[src/design/cmb_pkg.sv]
`timescale 1ns / 1ps
`default_nettype none

package cmb_pkg;

	// Sample and delay line geometry
	localparam int SAMPLE_W    = 16;
	localparam int DELAY_DEPTH = 4096;
	localparam int ADDR_W      = $clog2(DELAY_DEPTH);

	// Configuration port
	localparam int CFG_IDX_W  = 3;
	localparam int CFG_DATA_W = 16;

	// Shared multiplier: signed 18 x 18
	localparam int MUL_W  = 18;
	localparam int PROD_W = 2 * MUL_W;

	// Coefficient limits
	localparam logic [ADDR_W-1:0]          DELAY_MIN = ADDR_W'(1);
	localparam logic [ADDR_W-1:0]          DELAY_MAX = ADDR_W'(DELAY_DEPTH - 2);
	localparam logic signed [SAMPLE_W-1:0] FB_LIMIT  = 16'sd32440;
	localparam logic [CFG_DATA_W-1:0]      Q_ONE     = 16'd32768;

	// Saturation bounds on a 24-bit intermediate
	localparam logic signed [23:0] SAMPLE_MAX = 24'sd32767;
	localparam logic signed [23:0] SAMPLE_MIN = -24'sd32768;

	typedef enum logic [CFG_IDX_W-1:0] {
		REG_DELAY_LENGTH  = 3'd0,
		REG_COMB_MODE     = 3'd1,
		REG_FEEDBACK_GAIN = 3'd2,
		REG_DAMPING_COEF  = 3'd3,
		REG_WET_MIX       = 3'd4,
		REG_OUT_LEVEL     = 3'd5
	} cfg_reg_t;

	typedef enum logic [1:0] {
		MODE_FEEDFORWARD = 2'd0,
		MODE_FEEDBACK    = 2'd1,
		MODE_DAMPED      = 2'd2,
		MODE_PLAIN_DELAY = 2'd3
	} comb_mode_t;

	typedef enum logic [3:0] {
		ST_IDLE,
		ST_MUL1,
		ST_LP,
		ST_FB2,
		ST_WB,
		ST_MIX,
		ST_BLEND,
		ST_LVL,
		ST_OUT
	} core_state_t;

	// Configuration as seen by the datapath, with delay, gain, damping and mix already clamped
	typedef struct packed {
		logic [ADDR_W-1:0]          delay_len;
		comb_mode_t                 mode;
		logic signed [SAMPLE_W-1:0] fb_gain;
		logic [CFG_DATA_W-1:0]      damp;
		logic [CFG_DATA_W-1:0]      mix;
		logic [CFG_DATA_W-1:0]      level;
	} cmb_cfg_t;

	// Q1.15 product back to sample scale, round half up
	function automatic logic signed [21:0] round_q15(input logic signed [PROD_W-1:0] p);
		logic signed [PROD_W:0] t;
		t = {p[PROD_W-1], p} + (PROD_W+1)'(16384);
		return t[PROD_W:15];
	endfunction

	// Q3.13 product back to sample scale, round half up
	function automatic logic signed [23:0] round_q13(input logic signed [PROD_W-1:0] p);
		logic signed [PROD_W:0] t;
		t = {p[PROD_W-1], p} + (PROD_W+1)'(4096);
		return t[PROD_W:13];
	endfunction

	function automatic logic signed [SAMPLE_W-1:0] sat_sample(input logic signed [23:0] v);
		logic signed [SAMPLE_W-1:0] r;
		if (v > SAMPLE_MAX) begin
			r = SAMPLE_MAX[SAMPLE_W-1:0];
		end else if (v < SAMPLE_MIN) begin
			r = SAMPLE_MIN[SAMPLE_W-1:0];
		end else begin
			r = v[SAMPLE_W-1:0];
		end
		return r;
	endfunction

endpackage

`default_nettype wire

[src/design/cmb_cfg.sv]
`timescale 1ns / 1ps
`default_nettype none

// Configuration registers; delay, gain, damping and mix values are clamped as they are written
module cmb_cfg
	import cmb_pkg::*;
(
	input  wire logic                  clk,
	input  wire logic                  arst_n,
	input  wire logic                  wr_en,
	input  wire logic [CFG_IDX_W-1:0]  index,
	input  wire logic [CFG_DATA_W-1:0] data,
	output cmb_cfg_t                   cfg
);

	logic [ADDR_W-1:0]          delay_q;
	comb_mode_t                 mode_q;
	logic signed [SAMPLE_W-1:0] fb_q;
	logic [CFG_DATA_W-1:0]      damp_q;
	logic [CFG_DATA_W-1:0]      mix_q;
	logic [CFG_DATA_W-1:0]      level_q;

	logic [ADDR_W-1:0]          delay_clamped;
	logic signed [SAMPLE_W-1:0] fb_raw;
	logic signed [SAMPLE_W-1:0] fb_clamped;
	logic [CFG_DATA_W-1:0]      coef_clamped;

	// Clamp incoming data for the delay, gain, damping and mix registers
	always_comb begin
		delay_clamped = data[ADDR_W-1:0];
		if (delay_clamped < DELAY_MIN) begin
			delay_clamped = DELAY_MIN;
		end else if (delay_clamped > DELAY_MAX) begin
			delay_clamped = DELAY_MAX;
		end

		fb_raw     = $signed(data[SAMPLE_W-1:0]);
		fb_clamped = fb_raw;
		if (fb_raw > FB_LIMIT) begin
			fb_clamped = FB_LIMIT;
		end else if (fb_raw < -FB_LIMIT) begin
			fb_clamped = -FB_LIMIT;
		end

		coef_clamped = (data > Q_ONE) ? Q_ONE : data;
	end

	always_ff @(posedge clk or negedge arst_n) begin
		if (!arst_n) begin
			delay_q <= ADDR_W'(220);
			mode_q  <= MODE_FEEDFORWARD;
			fb_q    <= '0;
			damp_q  <= '0;
			mix_q   <= Q_ONE;
			level_q <= 16'd8192;
		end else if (wr_en) begin
			case (cfg_reg_t'(index))
				REG_DELAY_LENGTH: begin
					delay_q <= delay_clamped;
				end
				REG_COMB_MODE: begin
					mode_q <= comb_mode_t'(data[1:0]);
				end
				REG_FEEDBACK_GAIN: begin
					fb_q <= fb_clamped;
				end
				REG_DAMPING_COEF: begin
					damp_q <= coef_clamped;
				end
				REG_WET_MIX: begin
					mix_q <= coef_clamped;
				end
				REG_OUT_LEVEL: begin
					level_q <= data;
				end
				default: begin
				end
			endcase
		end
	end

	assign cfg.delay_len = delay_q;
	assign cfg.mode      = mode_q;
	assign cfg.fb_gain   = fb_q;
	assign cfg.damp      = damp_q;
	assign cfg.mix       = mix_q;
	assign cfg.level     = level_q;

endmodule

`default_nettype wire

[config.mk]
export PLATFORM = sky130hd
export DESIGN_NAME = cmb_cfg
export DESIGN_NICKNAME = d
export VERILOG_FILES = /design/src/design/cmb_pkg.sv /design/src/design/cmb_cfg.sv
export SDC_FILE = /design/constraint.sdc
export NUM_CORES = 1
export LEC_CHECK = 0
export BUFFER_PORTS_ARGS = -buffer_cell sky130_fd_sc_hd__buf_2
export CORE_ASPECT_RATIO = 0.75
export CORE_MARGIN = 2
export CORE_UTILIZATION = 52
export CTS_BUF_LIST = sky130_fd_sc_hd__clkbuf_8
export CTS_CLUSTER_SIZE = 20
export DETAILED_ROUTE_END_ITERATION = 7
export PLACE_DENSITY = 0.84
export SLEW_MARGIN = 25
export SYNTH_ARGS = -nofsm -noshare
export SYNTH_HDL_FRONTEND = slang
export SYNTH_SLANG_ARGS = --single-unit
[constraint.sdc]
create_clock -name clk -period 1.6 [get_ports clk]
set_input_delay 0.16 -clock clk [delete_from_list [all_inputs] [get_ports clk]]
set_output_delay 0.16 -clock clk [all_outputs]
set_load 0.02 [all_outputs]
; ---- Word-level counts from Yosys, hierarchy flattened
; Cells that the tools add are included.
; Widths: inputs -> output; s select.
[totals]
reg_bits = 78
[classes]
magnitude_cmp = 5
n_eq_ne = 5
mux = 5
n_reduce_logical = 7
[op_table]
columns = operator, count
row1 = $mux 16, 3
row2 = $gt 16x16->1 const B, 2
row3 = $mux 12, 2
row4 = $lt 16x16->1 const B, 1
row5 = $gt 12x12->1 const B, 1
row6 = $lt 12x1->1 const B, 1
row7 = $reduce_and 2->1, 6
row8 = $eq 3x2->1 const B, 2
row9 = $eq 3x3->1 const B, 2
row10 = $eq 3x1->1 const B, 1
row11 = $logic_not 3->1, 1

; ---- Longest topological paths before layout
[logic_depth]
ltp_word = 3
depth_mapped = 9

; ---- Worst setup path before layout
; OpenSTA, ideal clock, no wires.
[synth_timing]
path_type = input to register
from = in data[10]
to = reg fb_q[0]
arrival_time_ns = 1.616
required_time_ns = 1.533
path_slack_ns = -0.084
path_stages = 8
path_buffers = 1
cell_sequence = nor3_1 -> nor4b_1 -> nand2_1 -> nand2_1 -> ha_1 -> nor2_2 -> buf_4 -> a32o_1
[synth_between]
elab_chain_len = 3
[synth_lines]
columns = element, line_no
row1 = "start, declared", cmb_cfg.sv:12  ; input wire logic [CFG_DATA_W-1:0] data,
row2 = $lt 16x16->1, cmb_cfg.sv:41  ; end else if (fb_raw < -FB_LIMIT) begin
row3 = $mux 16, cmb_cfg.sv:41
row4 = $mux 16 (*), cmb_cfg.sv:39  ; if (fb_raw > FB_LIMIT) begin
row5 = "end signal, assigned", cmb_cfg.sv:65  ; fb_q <= fb_clamped;
row6 = "end, declared", cmb_cfg.sv:18  ; logic signed [SAMPLE_W-1:0] fb_q;
; Every way passes the cells marked *; elsewhere a longest branch is shown, timed or not.
; A chain may end at the register's enable or synchronous reset.

; ---- Final worst setup path
[layout_timing]
from = in data[10]
to = reg fb_q[6]
; Same word-level chain as after synthesis.

==> run_results.csv <==
group,metric,value,unit
worst_setup_path,start_kind,"input port",
global_routing,grt_pass1_wl,14000,um
layout,layout.cells.non_filler,499,
place,pre_cts_slack,-0.179,ns
layout,diodes,0,
synth,synth_simple_gate_area_share,15.6,%
worst_setup_path,path_cells,"buf_2, buf_4, nand3_1, or3_1, nor4_4, nor3_1",
sta,skew,0,ns
die,die_h,72.5,um
worst_setup_path,critPathBufInv,2,
worst_setup_path,critPathKind,"input port to register",
sta,finalMaxSlewViolations,0,
die,std_cell_rows,24,
layout,final_cell_mix,"buf_2, dfrtp_1, nand2_1, buf_4, a21oi_1",
synth,synth-seq-area-share,60.3,%
synth,syn_avg_cell_area,11.5,um^2
synth,synth_top_family_by_area,"simple AND/OR/NAND/NOR gates",
die,boundaryPins,100,
synth,synth_fa_ha_area_share,0.385,%
die,die_area,6910,um^2
place,place_area,4070,um^2
power,ir_drop,849,uV
layout,final_util,72.6,%
layout,drive_above_1_share,47.3,%
worst_setup_path,crit_family,"simple AND/OR/NAND/NOR gates",
sta,slew_headroom,57.3,%
global_routing,grt_max_degree,50,
worst_setup_path,slowest_stage,"nor4_4",
synth,synthMuxAreaShare,9.00,%
sta,fin_crit_sh,89.2,%
power,sw_frac_of_total,32.5,%
place,dp.cells,482,
worst_setup_path,cp.arrival,1.64,ns
power,p_clk_share,28.1,%
drt,wl_per_cell,17.8,um
synth,synth_edf_count,0,
layout,stdcell_area,4290,um^2
synth,ys_seq_elements,78,
clock_tree,clockRootBuffer,"clkbuf_8",
place,dp_hpwl,6500,um
drt,ant_nets,0,
synth,synth_xor_area_share,0,%
clock_tree,cts_resized,0,
layout,final_nets,439,
power,power_switching,0.00184,W
power,total_power,0.00565,W
worst_setup_path,slowest_delay,0.58,ns
synth,synth_ff_type,"dfrtp_1",
place,io_buffers,99,
sta,setup_viol,0,
synth,ys_warn_count,0,
job,cap_violations,0,
clock_tree,insertion_delay,0.35,ns
power,power_density,1310,nW/um^2
synth,ys_async_sr_fraction,100,%
clock_tree,cts_sinks,78,
die,start_util,55.0,%
sta,finalCriticalPeriod,1.43,ns
layout,final_common_cell,"buf_2",
hold_path,hold_depth,3,
clock_tree,clockBufferDepth,2,
place,place_congestion,0.849,
clock_tree,cts_max_level,3,
layout,area_delta_synth_final,32.1,%
drt,avgViaCountPerCell,5.52,
synth,syn_nets,305,
worst_setup_path,endpoint_kind,"register",
global_routing,grt_antenna_before_repair,0,
worst_setup_path,cp.required,1.82,ns
drt,drc_errors,0,
sta,hold_viol_final,0,
clock_tree,clkTransAtPathRegs,0.08,ns
sta,setup_ws,0.173,ns
synth,synth_cells,282,
drt,firstDrtPassIters,4,
sta,rsz0062_at_grt,"false",
drt,finalWirelength,8870,um
power,leakage,2.15,nW
die,die_w,95.3,um
synth,synth_compound_area_share,10.9,%
sta,worst_pin_slew,0.636,ns
die,coreArea,5920,um^2
synth,synth_cell_types,43,
drt,drt_iter0_drc,194,
power,seqPwrFrac,45.6,%
sta,fmaxAchievable,701,MHz
worst_setup_path,critPathMaxFanout,11,
drt,vias,2755,
clock_tree,cts_buffers,9,
power,share_comb_of_total_power,26.3,%
global_routing,grt_overflow,0,
worst_setup_path,cp.depth,6,
synth,netlist_area,3250,um^2
clock_tree,cts_tree,"yes",
run_status,outcome,"completed",
global_routing,grt_pass1_vias,2797,
worst_setup_path,r2r_cells,1,
power,p_int,0.00381,W
hold_path,hold_class,"input port to register",
global_routing,grt_usage,27.6,%
==> power groups by stage <==
stage / Sequential, W / Clock [W] / Combinational, W
final: 0.00257 / 0.00158 / 0.00149
after global routing: 0.00261 / 0.00169 / 0.00161
after CTS: 0.00257 / 0.00161 / 0.00150
after detailed placement: 0.00260 / 0 / 0.00150
after global placement: 0.00259 / 0 / 0.00145
after floorplan: 0.00305 / 0 / 0.000392
==> worst min-delay path, stage by stage <==
cell	delay, ns
buf_2	0.13
nand2_1	0.06
a21oi_1	0.05
==> sequential cells by signal, summed over array words and instances (netlist names) <==
name / count
mix_q: 16
damp_q: 16
level_q: 16
fb_q: 16
delay_q: 12
mode_q: 2
==> synth_stat cells, types with 2 or more instances <==
library cell | count | area (um^2)
nand2_1 | 67 | 251
a21oi_1 | 28 | 140
clkbuf_1 | 9 | 33.8
o21ai_0 | 9 | 45.0
inv_1 | 3 | 11.3
nor3b_1 | 2 | 15.0
or3_1 | 2 | 12.5
buf_2 | 3 | 15.0
nand4_1 | 2 | 12.5
mux2_2 | 26 | 293
buf_6 | 2 | 22.5
nand2b_1 | 2 | 12.5
a22o_1 | 2 | 17.5
buf_4 | 3 | 22.5
nor2_1 | 4 | 15.0
nor3_1 | 5 | 25.0
a32o_1 | 3 | 30.0
dfrtp_1 | 71 | 1780
dfstp_2 | 7 | 184
nand4b_1 | 2 | 17.5
a221o_1 | 8 | 80.1
==> layout make-up <==
cell class	count	area (um^2)
fill	440	1620
inverter	3	11.3
clock inverter	7	90.1
multi-input combinational	182	1170
sequential	78	1960
timing repair buffer	142	836
clock buffer	9	124
tap	78	97.6
==> per-stage QoR <==
stage | hold WS [ns] | TNS [ns]
floorplan | -0.136 | 0
global placement | 0.110 | -3.54
detailed placement | 0.120 | -5.02
CTS | 0.0680 | 0
global route | 0.0763 | 0
finish | 0.0748 | 0
==> path summary, 6_finish.rpt <==
path	endpoint	start	slack, ns
setup / recovery	fb_q[6]$_DFFE_PN0P_	data[10]	0.17
hold / removal	mix_q[8]$_DFFE_PN0P_	data[8]	0.07
setup reg to reg	fb_q[4]$_DFFE_PN0P_	fb_q[4]$_DFFE_PN0P_	0.73
hold reg to reg	mix_q[15]$_DFFE_PN1P_	mix_q[15]$_DFFE_PN1P_	0.47
max in group asynchronous	delay_q[2]$_DFFE_PN1P_	arst_n	0.68
min in group asynchronous	mix_q[14]$_DFFE_PN0P_	arst_n	0.26
==> repair_timing <==
item                      in CTS  in global routing
setup buffers                  0                  0
hold buffers                   1                  0
hold endpoints to repair      28                  0
==> logic make-up (layout without fill, tap and decap cells) <==
family / after synthesis / after routing
and+or+nand+nor: 100 / 100
AOI/OAI and AO/OA: 55 / 55
muxes: 26 / 26
adders and majority gates: 1 / 1
buffers and inverters: 22 / 161
DFF: 78 / 78
==> metal layers <==
metal | wire length (um) | GRT usage [%] | share of wire (%) | vias up
met5 | 0 | 0 | 0 | -
met1 | 3620 | 36.9 | 41 | 1336
met2 | 4160 | 43.1 | 47 | 149
met4 | 116 | 5.96 | 1.3 | 0
li1 | - | - | - | 1259
met3 | 970 | 11.0 | 11 | 11
Power figures use the tool's default switching activity.
